**src/rtl/avtp_audio_depacketizer_unit_macros.svh**
```systemverilog
// assertion macros for the depacketizer
`ifndef AVTP_AUDIO_DEPACKETIZER_UNIT_MACROS_SVH
`define AVTP_AUDIO_DEPACKETIZER_UNIT_MACROS_SVH

// same-cycle implication, sampled on clk, off during reset
`define AVTPAD_ASSERT_IMP(lbl, ante, cons, msg) \
    lbl: assert property (@(posedge clk) disable iff (!rst_n) (ante) |-> (cons)) \
        else $error(msg);

// next-cycle implication, sampled on clk, off during reset
`define AVTPAD_ASSERT_NEXT(lbl, ante, cons, msg) \
    lbl: assert property (@(posedge clk) disable iff (!rst_n) (ante) |=> (cons)) \
        else $error(msg);

`endif

```
**src/rtl/avtpad_pkg.sv**
```systemverilog
package avtpad_pkg;

    localparam int SAMPLES_PER_CHANNEL_DEF = 6;
    localparam int CHANNEL_COUNT_DEF       = 2;
    localparam int PAYLOAD_OFFSET_DEF      = 50;

    localparam int POS_W = 7;
    localparam logic [POS_W-1:0] POS_MAX       = 7'd127;
    localparam logic [POS_W-1:0] ETHERTYPE_POS = 7'd16;
    localparam logic [POS_W-1:0] STREAM_ID_POS = 7'd22;
    localparam logic [POS_W-1:0] STREAM_ID_END = 7'd30;

    localparam int SAMPLE_W = 24;
    localparam int IDX_W    = 5;

    localparam int QUEUE_DEPTH = 4;
    localparam int QPTR_W      = 2;
    localparam int QCNT_W      = 3;

    localparam int CFG_INDEX_W = 2;
    localparam logic [15:0] ETHER_TYPE_RESET = 16'h22F0;

    typedef enum logic [CFG_INDEX_W-1:0] {
        CFG_ETHER_TYPE = 2'd0,
        CFG_STREAM_ID  = 2'd1
    } cfg_reg_t;

    typedef struct packed {
        logic [SAMPLE_W-1:0] sample;
        logic [IDX_W-1:0]    idx;
    } item_t;

    typedef struct packed {
        logic              full;
        logic              nonempty;
        logic [QCNT_W-1:0] count;
    } queue_stat_t;

endpackage

```
**src/rtl/avtp_audio_depacketizer_unit.sv**
```systemverilog
// avtp audio depacketizer
// input channel: one frame byte per transfer on data_byte, frame_end set on
//   the last byte; a byte transfers when push is high and full is low
// config channel: cfg_valid/cfg_ready with cfg_index (0 ether_type,
//   1 stream_identifier) and cfg_data; cfg_ready is always high
// result channel: the oldest sample sits on sample_value, channel_number and
//   last_sample while empty is low; pop high transfers it
// throughput: one byte per cycle while full is low, no gaps between frames
// path: the fourth byte of a payload word is written into a queue entry and then
//   registered by the back stage for the result ports, when the result side is idle
// the front parser takes the byte, checks header bytes and assembles words;
//   finished words go into a four-entry queue, and the back stage registers
//   them for the result ports
// when pop is held low the queue fills, then full rises and the input stalls
// reset: parser at byte 0 with the frame accepted, queue and output empty,
//   ether_type back to 0x22f0 and stream_identifier back to zero
`include "avtp_audio_depacketizer_unit_macros.svh"

module avtp_audio_depacketizer_unit #(
    parameter int SAMPLES_PER_CHANNEL = avtpad_pkg::SAMPLES_PER_CHANNEL_DEF,
    parameter int CHANNEL_COUNT       = avtpad_pkg::CHANNEL_COUNT_DEF,
    parameter int PAYLOAD_OFFSET      = avtpad_pkg::PAYLOAD_OFFSET_DEF
) (
    input  logic                               clk,
    input  logic                               rst_n,
    input  logic                               cfg_valid,
    output logic                               cfg_ready,
    input  logic [avtpad_pkg::CFG_INDEX_W-1:0] cfg_index,
    input  logic [63:0]                        cfg_data,
    input  logic                               push,
    output logic                               full,
    input  logic [7:0]                         data_byte,
    input  logic                               frame_end,
    output logic                               empty,
    input  logic                               pop,
    output logic signed [31:0]                 sample_value,
    output logic                               channel_number,
    output logic                               last_sample
);

    logic                    take;
    logic                    q_push;
    logic                    q_pop;
    avtpad_pkg::item_t       front_item;
    avtpad_pkg::item_t       q_item;
    avtpad_pkg::queue_stat_t q_stat;

    assign cfg_ready = 1'b1;
    assign full      = q_stat.full;
    assign take      = push && !q_stat.full;

    avtpad_front #(
        .SAMPLES_PER_CHANNEL (SAMPLES_PER_CHANNEL),
        .CHANNEL_COUNT       (CHANNEL_COUNT),
        .PAYLOAD_OFFSET      (PAYLOAD_OFFSET)
    ) u_front (
        .clk       (clk),
        .rst_n     (rst_n),
        .cfg_valid (cfg_valid),
        .cfg_index (cfg_index),
        .cfg_data  (cfg_data),
        .take      (take),
        .data_byte (data_byte),
        .frame_end (frame_end),
        .item_push (q_push),
        .item      (front_item)
    );

    avtpad_queue u_queue (
        .clk       (clk),
        .rst_n     (rst_n),
        .push      (q_push),
        .push_item (front_item),
        .pop       (q_pop),
        .pop_item  (q_item),
        .stat      (q_stat)
    );

    avtpad_back #(
        .SAMPLES_PER_CHANNEL (SAMPLES_PER_CHANNEL),
        .CHANNEL_COUNT       (CHANNEL_COUNT)
    ) u_back (
        .clk            (clk),
        .rst_n          (rst_n),
        .q_item         (q_item),
        .q_nonempty     (q_stat.nonempty),
        .q_pop          (q_pop),
        .pop            (pop),
        .empty          (empty),
        .sample_value   (sample_value),
        .channel_number (channel_number),
        .last_sample    (last_sample)
    );

    `AVTPAD_ASSERT_NEXT(a_drain_to_empty, (pop && !empty && !q_stat.nonempty), empty, "output not empty after last transfer")
    `AVTPAD_ASSERT_NEXT(a_count_hold, (!q_push && !q_pop), $stable(q_stat.count), "queue count moved without push or pop")
    `AVTPAD_ASSERT_NEXT(a_push_lands, (q_push && !q_stat.full), (q_stat.nonempty || !empty), "pushed sample lost")

endmodule

```
**src/rtl/avtpad_front.sv**
```systemverilog
module avtpad_front #(
    parameter int SAMPLES_PER_CHANNEL = avtpad_pkg::SAMPLES_PER_CHANNEL_DEF,
    parameter int CHANNEL_COUNT       = avtpad_pkg::CHANNEL_COUNT_DEF,
    parameter int PAYLOAD_OFFSET      = avtpad_pkg::PAYLOAD_OFFSET_DEF
) (
    input  logic                               clk,
    input  logic                               rst_n,
    input  logic                               cfg_valid,
    input  logic [avtpad_pkg::CFG_INDEX_W-1:0] cfg_index,
    input  logic [63:0]                        cfg_data,
    input  logic                               take,
    input  logic [7:0]                         data_byte,
    input  logic                               frame_end,
    output logic                               item_push,
    output avtpad_pkg::item_t                  item
);

    localparam int WORD_COUNT  = SAMPLES_PER_CHANNEL * CHANNEL_COUNT;
    localparam int PAYLOAD_END = PAYLOAD_OFFSET + 4 * WORD_COUNT;
    localparam logic [7:0] OFF8 = 8'(PAYLOAD_OFFSET);
    localparam logic [7:0] END8 = 8'(PAYLOAD_END);

    logic [avtpad_pkg::POS_W-1:0] pos_reg, pos_next;
    logic                         match_reg, match_next;
    logic [15:0]                  word_reg, word_next;
    logic [15:0]                  ether_type_reg;
    logic [63:0]                  stream_id_reg;

    logic [7:0] pos8;
    logic [7:0] k;
    logic [2:0] sid_k;
    logic [7:0] sid_byte;
    logic       in_sid;
    logic       in_payload;
    logic       emit;

    always_comb
    begin
        pos8       = {1'b0, pos_reg};
        k          = pos8 - OFF8;
        sid_k      = 3'(pos_reg - avtpad_pkg::STREAM_ID_POS);
        sid_byte   = stream_id_reg[{~sid_k, 3'b000} +: 8];
        in_sid     = (pos_reg >= avtpad_pkg::STREAM_ID_POS)
                     && (pos_reg < avtpad_pkg::STREAM_ID_END);
        in_payload = (pos8 >= OFF8) && (pos8 < END8);

        pos_next   = pos_reg;
        match_next = match_reg;
        word_next  = word_reg;
        emit       = 1'b0;

        if (take)
        begin
            if (pos_reg != avtpad_pkg::POS_MAX)
            begin
                if (pos_reg == avtpad_pkg::ETHERTYPE_POS)
                begin
                    if (data_byte != ether_type_reg[15:8])
                        match_next = 1'b0;
                end
                else if (pos_reg == avtpad_pkg::ETHERTYPE_POS + 7'd1)
                begin
                    if (data_byte != ether_type_reg[7:0])
                        match_next = 1'b0;
                end
                else if (in_sid)
                begin
                    if (data_byte != sid_byte)
                        match_next = 1'b0;
                end
                else if (in_payload)
                begin
                    if (k[1:0] != 2'b11)
                    begin
                        word_next = {word_reg[7:0], data_byte};
                    end
                    else
                    begin
                        word_next = '0;
                        emit      = match_reg;
                    end
                end
                pos_next = pos_reg + 7'd1;
            end
            if (frame_end)
            begin
                pos_next   = '0;
                match_next = 1'b1;
                word_next  = '0;
            end
        end

        item_push   = emit;
        item.sample = {word_reg, data_byte};
        item.idx    = k[6:2];
    end

    always_ff @(posedge clk or negedge rst_n)
    begin
        if (!rst_n)
        begin
            pos_reg        <= '0;
            match_reg      <= 1'b1;
            word_reg       <= '0;
            ether_type_reg <= avtpad_pkg::ETHER_TYPE_RESET;
            stream_id_reg  <= '0;
        end
        else
        begin
            pos_reg   <= pos_next;
            match_reg <= match_next;
            word_reg  <= word_next;
            if (cfg_valid)
            begin
                unique case (cfg_index)
                    avtpad_pkg::CFG_ETHER_TYPE: ether_type_reg <= cfg_data[15:0];
                    avtpad_pkg::CFG_STREAM_ID:  stream_id_reg  <= cfg_data;
                    default: ;
                endcase
            end
        end
    end

endmodule

```
**src/rtl/avtpad_queue.sv**
```systemverilog
module avtpad_queue (
    input  logic                    clk,
    input  logic                    rst_n,
    input  logic                    push,
    input  avtpad_pkg::item_t       push_item,
    input  logic                    pop,
    output avtpad_pkg::item_t       pop_item,
    output avtpad_pkg::queue_stat_t stat
);

    avtpad_pkg::item_t mem_reg [avtpad_pkg::QUEUE_DEPTH];

    logic [avtpad_pkg::QPTR_W-1:0] wr_ptr_reg, wr_ptr_next;
    logic [avtpad_pkg::QPTR_W-1:0] rd_ptr_reg, rd_ptr_next;
    logic [avtpad_pkg::QCNT_W-1:0] count_reg, count_next;

    logic do_push;
    logic do_pop;

    always_comb
    begin
        stat.full     = (count_reg == avtpad_pkg::QCNT_W'(avtpad_pkg::QUEUE_DEPTH));
        stat.nonempty = (count_reg != '0);
        stat.count    = count_reg;

        do_push = push && !stat.full;
        do_pop  = pop && stat.nonempty;

        wr_ptr_next = do_push ? wr_ptr_reg + 1'b1 : wr_ptr_reg;
        rd_ptr_next = do_pop ? rd_ptr_reg + 1'b1 : rd_ptr_reg;
        count_next  = count_reg;
        if (do_push && !do_pop)
            count_next = count_reg + 1'b1;
        else if (do_pop && !do_push)
            count_next = count_reg - 1'b1;

        pop_item = mem_reg[rd_ptr_reg];
    end

    always_ff @(posedge clk)
    begin
        if (do_push)
            mem_reg[wr_ptr_reg] <= push_item;
    end

    always_ff @(posedge clk or negedge rst_n)
    begin
        if (!rst_n)
        begin
            wr_ptr_reg <= '0;
            rd_ptr_reg <= '0;
            count_reg  <= '0;
        end
        else
        begin
            wr_ptr_reg <= wr_ptr_next;
            rd_ptr_reg <= rd_ptr_next;
            count_reg  <= count_next;
        end
    end

endmodule

```
**src/rtl/avtpad_back.sv**
```systemverilog
module avtpad_back #(
    parameter int SAMPLES_PER_CHANNEL = avtpad_pkg::SAMPLES_PER_CHANNEL_DEF,
    parameter int CHANNEL_COUNT       = avtpad_pkg::CHANNEL_COUNT_DEF
) (
    input  logic               clk,
    input  logic               rst_n,
    input  avtpad_pkg::item_t  q_item,
    input  logic               q_nonempty,
    output logic               q_pop,
    input  logic               pop,
    output logic               empty,
    output logic signed [31:0] sample_value,
    output logic               channel_number,
    output logic               last_sample
);

    localparam int WORD_COUNT = SAMPLES_PER_CHANNEL * CHANNEL_COUNT;
    localparam logic [avtpad_pkg::IDX_W-1:0] LAST_IDX =
        avtpad_pkg::IDX_W'(WORD_COUNT - 1);

    logic                           valid_reg, valid_next;
    logic [avtpad_pkg::SAMPLE_W-1:0] sample_reg;
    logic                           channel_reg;
    logic                           last_reg;

    always_comb
    begin
        q_pop      = q_nonempty && (!valid_reg || pop);
        valid_next = valid_reg;
        if (q_pop)
            valid_next = 1'b1;
        else if (pop)
            valid_next = 1'b0;

        empty          = !valid_reg;
        sample_value   = signed'({sample_reg, 8'h00});
        channel_number = channel_reg;
        last_sample    = last_reg;
    end

    always_ff @(posedge clk)
    begin
        if (q_pop)
        begin
            sample_reg  <= q_item.sample;
            channel_reg <= (CHANNEL_COUNT > 1) ? q_item.idx[0] : 1'b0;
            last_reg    <= (q_item.idx == LAST_IDX);
        end
    end

    always_ff @(posedge clk or negedge rst_n)
    begin
        if (!rst_n)
            valid_reg <= 1'b0;
        else
            valid_reg <= valid_next;
    end

endmodule

```
**config.mk**
```make
export PLATFORM = sky130hd
export DESIGN_NAME = avtp_audio_depacketizer_unit
export DESIGN_NICKNAME = d
export VERILOG_FILES = /design/src/rtl/avtpad_pkg.sv /design/src/rtl/avtp_audio_depacketizer_unit.sv /design/src/rtl/avtpad_front.sv /design/src/rtl/avtpad_queue.sv /design/src/rtl/avtpad_back.sv
export VERILOG_INCLUDE_DIRS = /design/src /design/src/rtl
export SDC_FILE = /design/constraint.sdc
export NUM_CORES = 1
export LEC_CHECK = 0
export ABC_CLOCK_PERIOD_IN_PS = 7600
export CAP_MARGIN = 25
export CORE_MARGIN = 4
export CORE_UTILIZATION = 40
export CTS_BUF_LIST = sky130_fd_sc_hd__clkbuf_4 sky130_fd_sc_hd__clkbuf_8 sky130_fd_sc_hd__clkbuf_16
export CTS_CLUSTER_DIAMETER = 150
export CTS_CLUSTER_SIZE = 25
export DETAILED_ROUTE_END_ITERATION = 6
export DONT_BUFFER_PORTS = 1
export GPL_TIMING_DRIVEN = 0
export PLACE_DENSITY_LB_ADDON = 0.12
export SETUP_SLACK_MARGIN = 0.2
export SKIP_LAST_GASP = 1
export SLEW_MARGIN = 0
export SYNTH_ARGS = -nofsm -noshare
export SYNTH_HDL_FRONTEND = slang
export SYNTH_HIERARCHICAL = 1
export SYNTH_SLANG_ARGS = --single-unit
```
**constraint.sdc**
```tcl
create_clock -name clk -period 7.6 [get_ports clk]
set_input_delay 1.14 -clock clk [delete_from_list [all_inputs] [get_ports clk]]
set_output_delay 1.14 -clock clk [all_outputs]
set_load 0.03 [all_outputs]
```
==> reports/qor.yml, run 1 <==
rr_worst_depth: 15
min_path_type: "input pin to async pin"
final_util_pct: 44.40
clk_pin_slew_worst_paths_ns: 0.10
postCtsHoldBufs: 0
required_ns: 8.01
synth_edf_count: 142
cts_tree: "yes"
pwr-share-clk_pct: 26.1
synthCells: 636
cts_root_buf: "clkbuf_16"
route.detailed.drc: 0
syn_to_final_growth_pct: 8.823
grt_start_max_net_pins: 113
syn_area_mm2: 0.01069
grt_pass1_vias: 5702
viasPerCell: 5.196
drt_wl_total_um: 21810
max_slew_margin_pct: 41.92
whs_ns: 0.3358
crit_type: "register to register"
dieArea_mm2: 0.02941
synth.distinct_cells: 53
clockBufferDepth: 3
reg2reg_from: "u_front/pos_reg[1]"
syn_area_per_cell_um2: 16.81
final_cell_mix: "edfxtp_1 (142), dfrtp_1 (105), mux2_2 (83)"
worst_slew_pin_slew_ns: 0.8712
layout.nets: 753
wl_per_cell_um: 21.70
finalSetupViolations: 0
post_cts_buffers: 0
clk_latency_ns: 0.48
cts-resized-gates: 0
layout-drive-gt1-share_pct: 28.74
die_h_um: 171.5
ys.flop_type: "edfxtp_1"
cts_max_level: 1
pwr-share-comb_pct: 18.5
port_buffers: 0
crit_path_max_incr_delay_ns: 0.58
final_common_cell: "edfxtp_1"
drt_pass1_iterations: 4
core_area_mm2: 0.02621
cp_cell_sequence: "buf_1 > inv_1 > ha_1 > nand2b_1 > a21oi_1 > nor3_1 > o2111a_1 > nor2b_2 > buf_6 > ha_1 > inv_1 > fa_1 > xor2_1 > nor2_1 > xor2_1"
hold_viol: 0
worst_slack_ns: 3.698
min_period_over_period_pct: 51.35
cts_inserted_buffers: 14
seqPwrFrac_pct: 55.4
cts.sinks: 254
tns_ns: 0
total_power_mw: 3.224
yosys_warnings: 6
finClkSkew_ns: 0.01776
start_kind: "register"
ys_ff_latch: 254
die_x_um: 171.5
start_util_pct: 40.80
rsz0062_at_grt: "false"
power_density_mw_per_mm2: 277.1
end_kind: "register"
cp_slowest_cell: "buf_1"
netSwitchingFraction_pct: 27.07
grt_pass1_wl_um: 33510
r2r_end: "u_queue/count_reg[2]"
gp_congestion: 0.7665
leakage_nw: 4.242
drv_slew: 0
drt_iter0_markers: 281
p_int_mw: 2.351
outcome: "complete, no violations"
fmax_ghz: 0.2563
ys_seq_area_share_pct: 66.17
rrSetupSlack_ns: 3.70
track_usage_pct: 15.01
grt_overflow: 0
dp_slack_ns: 3.649
vias: 5222
async_flop_share_pct: 44.09
largest_register_ffs: 116
cp_max_fo: 10
max-cap-violations: 0
ant_nets: 0
num_rows: 59
crit_arrival_ns: 4.32
place.detailed.hpwl_um: 14970
antenna_found_initial: 2
min_period_ns: 3.902
ir_drop_uv: 193.7
io_pins: 117
power.switching_uw: 872.7
-- cells in the mapped netlist (2+ instances only) --
cell / n / share of area [%]
o31ai_1: 2 / 0.14
xnor2_1: 14 / 1.1
buf_1: 2 / 0.070
ha_1: 12 / 1.4
mux2_2: 83 / 8.7
and2_1: 2 / 0.12
nand2_1: 42 / 1.5
o21ai_0: 18 / 0.84
nand4_1: 3 / 0.18
mux4_2: 32 / 6.7
buf_2: 5 / 0.23
dfstp_2: 7 / 1.7
a211oi_1: 2 / 0.14
conb_1: 2 / 0.070
xor2_1: 22 / 1.8
o21ai_1: 3 / 0.14
mux4_1: 10 / 2.5
nor2_1: 17 / 0.60
buf_6: 5 / 0.53
clkbuf_1: 14 / 0.49
mux2i_1: 9 / 0.84
inv_1: 10 / 0.35
dfrtp_1: 105 / 25
nor3_1: 5 / 0.23
o22ai_1: 2 / 0.12
edfxtp_1: 142 / 40
and2_2: 4 / 0.28
buf_4: 23 / 1.6
nor4_1: 4 / 0.23
nand3_1: 3 / 0.14
nand2b_1: 4 / 0.23
or3_1: 3 / 0.18
a21oi_1: 5 / 0.23
-- routing by layer --
| layer | vias up | routed length, µm | part of all wire, % | track usage (%) |
|---|---|---|---|---|
| met4 | 4 | 546 | 2.5 | 3.858 |
| met2 | 111 | 11300 | 52 | 26.95 |
| met3 | 34 | 1238 | 5.7 | 4.436 |
| li1 | 2396 | - | - | - |
| met1 | 2677 | 8694 | 40 | 17.67 |
| met5 | - | 27 | 0.12 | 0 |
-- final cells by class --
class	count	area, µm²
clock buffer	23	435.4
timing repair buffer	1	27.53
tap	335	419.2
sequential	254	7076
fill	2279	14570
antenna	2	5.005
buffer	50	334.1
multi-input combinational	329	3272
inverter	10	37.54
clock inverter	1	30.03
-- kinds of logic after synthesis --
family	synth area share, %
fa+ha+maj	1.591
compound gates	2.211
other cells	0.07023
flops	66.17
xor+xnor	2.949
buf+inv	3.475
simple gates	4.610
mux	18.92
-- worst max path at each step --
stage                                   from                      to  slack, ns  depth (start not counted)
after global placement    u_front/pos_reg[1]  u_queue/mem_reg[0][24]       3.65                         10
after global routing      u_front/pos_reg[1]  u_queue/mem_reg[1][23]       3.43                         10
after CTS                 u_front/pos_reg[1]  u_queue/mem_reg[0][20]       3.62                         10
final                     u_front/pos_reg[1]    u_queue/count_reg[2]       3.70                         15
after floorplan                          pop    u_queue/count_reg[1]       4.38                          7
after detailed placement  u_front/pos_reg[1]  u_queue/mem_reg[0][28]       3.65                         10
-- power by group through the flow --
| stage | combinational (mW) | sequential [mW] | clock, mW |
|---|---|---|---|
| after floorplan | 0.472 | 1.78 | 0 |
| after global placement | 0.578 | 1.81 | 0 |
| after detailed placement | 0.610 | 1.82 | 0 |
| after CTS | 0.613 | 1.79 | 0.882 |
| after global routing | 0.658 | 1.81 | 0.927 |
| final | 0.597 | 1.79 | 0.841 |
-- through the flow --
step / cell area [µm²] / instances
CTS: 11630 / 1003
global route: 11630 / 1003
detailed placement: 11170 / 979
floorplan: 10720 / 643
global placement: 11140 / 978
finish: 11640 / 1005
-- worst max-delay path: cells and delay by family (launching register included) --
kind            cells  cell delay, ns
buf+inv             4            1.09
compound gates      2            0.34
simple gates        4            0.62
xor+xnor            2            0.31
fa+ha+maj           3            0.88
flops               1            0.57
Note: power is estimated with default switching activity, not from simulation.
==> run 2: changes to the inputs <==
ABC_CLOCK_PERIOD_IN_PS = 3450   (was 7600)
clock period = 3.45 ns   (was 7.6 ns; I/O delays follow)
==> run 2 against run 1 <==
Cell area grew 0.69%. Core utilization increased by 0.31 points. Combinational power up 130%. Routed wire length grew 0.76%. Largest cell class unchanged. Largest power group unchanged.
==> reports/qor.yml, run 2 (synthesized netlist as in run 1, its figures left out) <==
num_rows: 59  # unchanged
dp_slack_ns: -0.5014  # -4.150 ns
finClkSkew_ns: 0.01803  # +0.0002640 ns
area.sequential_mm2: 0.007077  # about the same
ir_drop_uv: 426.8  # +120%
grt_overflow: 0  # unchanged
viasPerCell: 5.215  # +0.36%
grt_pass1_vias: 5715  # +0.23%
largest_register_ffs: 116  # unchanged
place.detailed.hpwl_um: 14970  # unchanged
max_slew_margin_pct: 43.08  # +1.2 points
worst_slack_ns: 0.3579  # -3.340 ns
drt_wl_total_um: 21970  # +0.76%
fillCellCount: 2275  # -0.18%
ant_nets: 0  # unchanged
dieArea_mm2: 0.02941  # unchanged
multi_input_area_mm2: 0.003279  # +0.23%
die_x_um: 171.5  # unchanged
io_pins: 117  # unchanged
cts_tree: "yes"
crit_type: "register to register"
finalSetupViolations: 0  # unchanged
layout-drive-gt1-share_pct: 29.72  # +0.98 points
max-cap-violations: 0  # unchanged
cp_max_fo: 10  # unchanged
min_period_over_period_pct: 89.63  # +38 points
drt_pass1_iterations: 4  # unchanged
worst_slew_pin_slew_ns: 0.8538  # -0.01743 ns
required_ns: 3.83  # -4.18 ns
outcome: "complete, no violations"
whs_ns: 0.1155  # -0.2202 ns
start_kind: "register"
antenna_found_initial: 2  # unchanged
final_common_cell: "edfxtp_1"
rsz0062_at_grt: "false"
cts_root_buf: "clkbuf_16"
gp_congestion: 0.7665  # unchanged
place_area_mm2: 0.01117  # unchanged
syn_to_final_growth_pct: 9.571
cts.sinks: 254  # unchanged
end_kind: "register"
fmax_ghz: 0.3234  # +26%
final_cell_mix: "edfxtp_1 (142), dfrtp_1 (104), mux2_2 (83)"
fin_area_mm2: 0.01172  # +0.69%
clk_pin_slew_worst_paths_ns: 0.10  # about the same
wl_per_cell_um: 21.76  # +0.26%
grt_start_max_net_pins: 113  # unchanged
start_util_pct: 40.80  # unchanged
cts_inserted_buffers: 14  # unchanged
die_h_um: 171.5  # unchanged
crit_arrival_ns: 3.47  # -0.85 ns
drt_iter0_markers: 268  # -4.6%
power_density_mw_per_mm2: 611.9  # +120%
leakage_nw: 4.276  # +0.81%
min_period_ns: 3.092  # -0.8103 ns
track_usage_pct: 15.07  # +0.054 points
hold_viol: 0  # unchanged
vias: 5267  # +0.86%
min_path_type: "input pin to register"
cts_max_level: 1  # unchanged
grt_pass1_wl_um: 33580  # +0.23%
port_buffers: 0  # unchanged
core_area_mm2: 0.02621  # unchanged
clk_latency_ns: 0.48  # about the same
route.detailed.drc: 0  # unchanged
layout.nets: 758  # +0.66%
clockBufferDepth: 3  # unchanged
drv_slew: 0  # unchanged
-- run 2: layout make-up --
type                    count  share of cell area (%)
flip-flops and latches    254                   60.40
multi-input cells         329                   27.99
clock buffers              23                   3.716
well taps                 335                   3.578
plain buffers              50                   2.915
repair buffers              6                  0.7475
inverters                  10                  0.3524
clock inverters             1                  0.2563
diodes                      2                 0.04272
-- run 2: final timing paths --
path | cells past startpoint | slack [ns] | start | endpoint
min in group asynchronous | 2 | 0.62 | rst_n | u_front/ether_type_reg[14]
max in group asynchronous | 2 | 2.34 | rst_n | u_front/stream_id_reg[53]
worst max-delay path | 13 | 0.36 | u_front/pos_reg[1] | u_queue/count_reg[1]
worst min register to register | 1 | 0.50 | u_queue/count_reg[2] | u_queue/count_reg[2]
worst min-delay path | 1 | 0.12 | frame_end | u_front/pos_reg[0]
worst max register to register | 13 | 0.36 | u_front/pos_reg[1] | u_queue/count_reg[1]
-- run 2: timing repair --
| item | CTS | global route |
|---|---|---|
| hold buffers | 2 | 0 |
| setup buffers | 1 | 2 |
| endpoints found under the setup margin | 136 | 60 |
| endpoints found under the hold margin | 112 | 0 |
| gates resized for setup | 5 | 3 |
| cloned | 0 | 0 |
-- run 2: critical path, cell delays in order, from the launching register on --
cell and delay (ns):
dfrtp_2 0.40, buf_6 0.18, clkinvlp_4 0.16, ha_1 0.26, nand2b_1 0.13, o21ai_0 0.08, and2_1 0.18, o2111a_1 0.27
nor2b_2 0.17, buf_6 0.15, ha_1 0.22, inv_1 0.08, fa_1 0.42, mux2_2 0.27
-- run 2: power by group --
group	switching, mW	internal (mW)	leakage [nW]
combinational	0.688	0.698	1.39
clock	0.960	0.896	0.233
sequential	0.315	3.61	2.65
-- run 2: per-stage QoR --
| step | util, % | TNS (ns) | std cells | power [mW] |
|---|---|---|---|---|
| final | 44.71 | 0 | 1010 | 7.169 |
| after CTS | 44.58 | 0 | 1006 | 7.281 |
| after global routing | 44.69 | 0 | 1008 | 7.537 |
| after detailed placement | 42.61 | -57.18 | 979 | 5.358 |
| after floorplan | - | 0 | 643 | 4.965 |
| after global placement | 42.50 | -58.51 | 978 | 5.272 |
-- run 2: per-layer routing --
metal / vias to the layer above / global-route usage (%) / routed length (µm)
met5: - / 0 / 14
met4: 4 / 4.030 / 577
met3: 37 / 4.459 / 1317
met2: 122 / 26.90 / 11320
met1: 2698 / 17.79 / 8746
li1: 2406 / - / -
==> run 3: changes to the inputs <==
MAX_ROUTING_LAYER = met4   (was not set)
==> run 3 against run 2 <==
Clock-buffer cell count did not move. Total power about the same. Clock skew up 0.0013 ns. Routed wire length is 0.14% lower. Clock power barely moved. Fmax rose by 0.23%. Sequential power about the same. Die area unchanged. Global-route usage up 0.46 points. Via count down 0.57%. Final cell count is 0.20% higher. Hold slack is essentially flat. Critical path type unchanged.
==> reports/qor.yml, run 3 (synthesized netlist as in run 1, its figures left out) <==
crit_type: "register to register"
crit_start: "u_front/pos_reg[1]"
wl_per_cell_um: 21.68  # -0.33%
start_util_pct: 40.80  # unchanged
worst_slew_pin_slew_ns: 0.8667  # +0.01297 ns
ant_nets: 0  # unchanged
fmax_ghz: 0.3242  # +0.23%
drt_iter0_markers: 277  # +3.4%
syn_to_final_growth_pct: 9.618  # about the same
rrSetupSlack_ns: 0.37  # about the same
antenna_found_initial: 2  # unchanged
cts_inserted_buffers: 14  # unchanged
layout-drive-gt1-share_pct: 29.72  # unchanged
cp_slowest_cell: "fa_1"
endpoint: "u_queue/count_reg[1]"
drv_slew: 0  # unchanged
dieArea_mm2: 0.02941  # unchanged
die_h_um: 171.5  # unchanged
crit_buf_inv: 4  # unchanged
port_buffers: 0  # unchanged
max_slew_margin_pct: 42.22  # -0.86 points
power_density_mw_per_mm2: 611.3  # about the same
required_ns: 3.83  # about the same
multi_input_area_mm2: 0.003279  # unchanged
drt_pass1_iterations: 4  # unchanged
cts.sinks: 254  # unchanged
final_common_cell: "edfxtp_1"
cts_max_level: 1  # unchanged
rr_worst_depth: 13  # unchanged
r2r_end: "u_queue/count_reg[1]"
cts_root_buf: "clkbuf_16"
ir_drop_uv: 428.2  # +0.34%
area.sequential_mm2: 0.007077  # unchanged
grt_pass1_vias: 5717  # +0.035%
drt_wl_total_um: 21940  # -0.14%
max-cap-violations: 0  # unchanged
reg2reg_from: "u_front/pos_reg[1]"
viasPerCell: 5.175  # -0.77%
crit_family: "adder cells"
die_x_um: 171.5  # unchanged
worst_slack_ns: 0.3650  # +0.007085 ns
cts_tree: "yes"
final_cell_mix: "edfxtp_1 (142), dfrtp_1 (104), mux2_2 (83)"
vias: 5237  # -0.57%
outcome: "complete, no violations"
min_path_type: "input pin to register"
grt_start_max_net_pins: 113  # unchanged
finalSetupViolations: 0  # unchanged
grt_overflow: 0  # unchanged
route.detailed.drc: 0  # unchanged
cp_max_fo: 10  # unchanged
cp_cell_sequence: "buf_6 > clkinvlp_4 > ha_1 > nand2b_1 > o21ai_0 > and2_1 > o2111a_1 > nor2b_2 > buf_6 > ha_1 > inv_1 > fa_1 > mux2_2"
crit_arrival_ns: 3.46  # about the same
core_area_mm2: 0.02621  # unchanged
clockBufferDepth: 3  # unchanged
crit_cells: 13  # unchanged
layout.nets: 758  # unchanged
clk_latency_ns: 0.48  # about the same
crit_path_max_incr_delay_ns: 0.42  # about the same
hold_viol: 0  # unchanged
largest_register_ffs: 116  # unchanged
start_kind: "register"
grt_pass1_wl_um: 33550  # about the same
rsz0062_at_grt: "false"
end_kind: "register"
place.detailed.hpwl_um: 14970  # unchanged
dp_slack_ns: -0.5014  # unchanged
leakage_nw: 4.276  # about the same
io_pins: 117  # unchanged
min_period_ns: 3.085  # -0.007085 ns
fillCellCount: 2275  # unchanged
finClkSkew_ns: 0.01935  # +0.001325 ns
track_usage_pct: 15.52  # +0.46 points
min_period_over_period_pct: 89.42  # -0.21 points
gp_congestion: 0.7767  # +1.3%
clk_pin_slew_worst_paths_ns: 0.10  # about the same
num_rows: 59  # unchanged
final_util_pct: 44.73  # about the same
## run 3: changes by cell type in the layout (fill, tap and decap cells not counted), sizes merged
cell / change
diode: +2
## run 3: through the flow
step / std cells / hold WS, ns / power, mW / TNS (ns) / area [µm²]
after global routing: 1010 / 0.09417 / 7.536 / 0 / 11720
after detailed placement: 979 / 0.2275 / 5.358 / -57.18 / 11170
after CTS: 1006 / 0.09277 / 7.281 / 0 / 11680
final: 1012 / 0.1160 / 7.165 / 0 / 11720
after floorplan: 643 / 0.2219 / 4.965 / 0 / 10720
after global placement: 978 / 0.2278 / 5.272 / -58.51 / 11140
## run 3: how the worst min path moves through the flow
stage | start | end | slack, ns | cells after the start
6_report | frame_end | u_front/pos_reg[0] | 0.12 | 1
4_1_cts | frame_end | u_front/pos_reg[0] | 0.09 | 1
3_3_place_gp | rst_n | u_front/stream_id_reg[12] | 0.23 | 0
5_1_grt | frame_end | u_front/pos_reg[1] | 0.09 | 1
2_1_floorplan | rst_n | u_back/valid_reg | 0.22 | 0
3_5_place_dp | rst_n | u_front/stream_id_reg[5] | 0.23 | 0
## run 3: cell type report
class	instances	share of cell area, %
diodes	4	0.08540
plain buffers	50	2.914
clock buffers	23	3.715
clock inverters	1	0.2562
inverters	10	0.3523
multi-input cells	329	27.98
flip-flops and latches	254	60.38
well taps	335	3.576
repair buffers	6	0.7472
## run 3: repair_timing
item,CTS,global route
endpoints found under the setup margin,136,60
hold endpoints to repair,112,0
setup buffers,1,2
gates resized for setup,5,3
hold buffers,2,0
## run 3: where the power goes
group,switching (mW),internal (mW)
clock network,0.958,0.896
logic,0.686,0.698
registers,0.316,3.61
total,1.96,5.21
## run 3: routing by layer
metal,share of wire (%),wire [µm],vias to the layer above,track usage [%]
li1,-,-,2409,-
met1,41,8916,2683,18.10
met2,52,11320,112,26.85
met3,5.2,1132,33,4.068
met4,2.6,574,0,4.030
met5,0,0,-,-
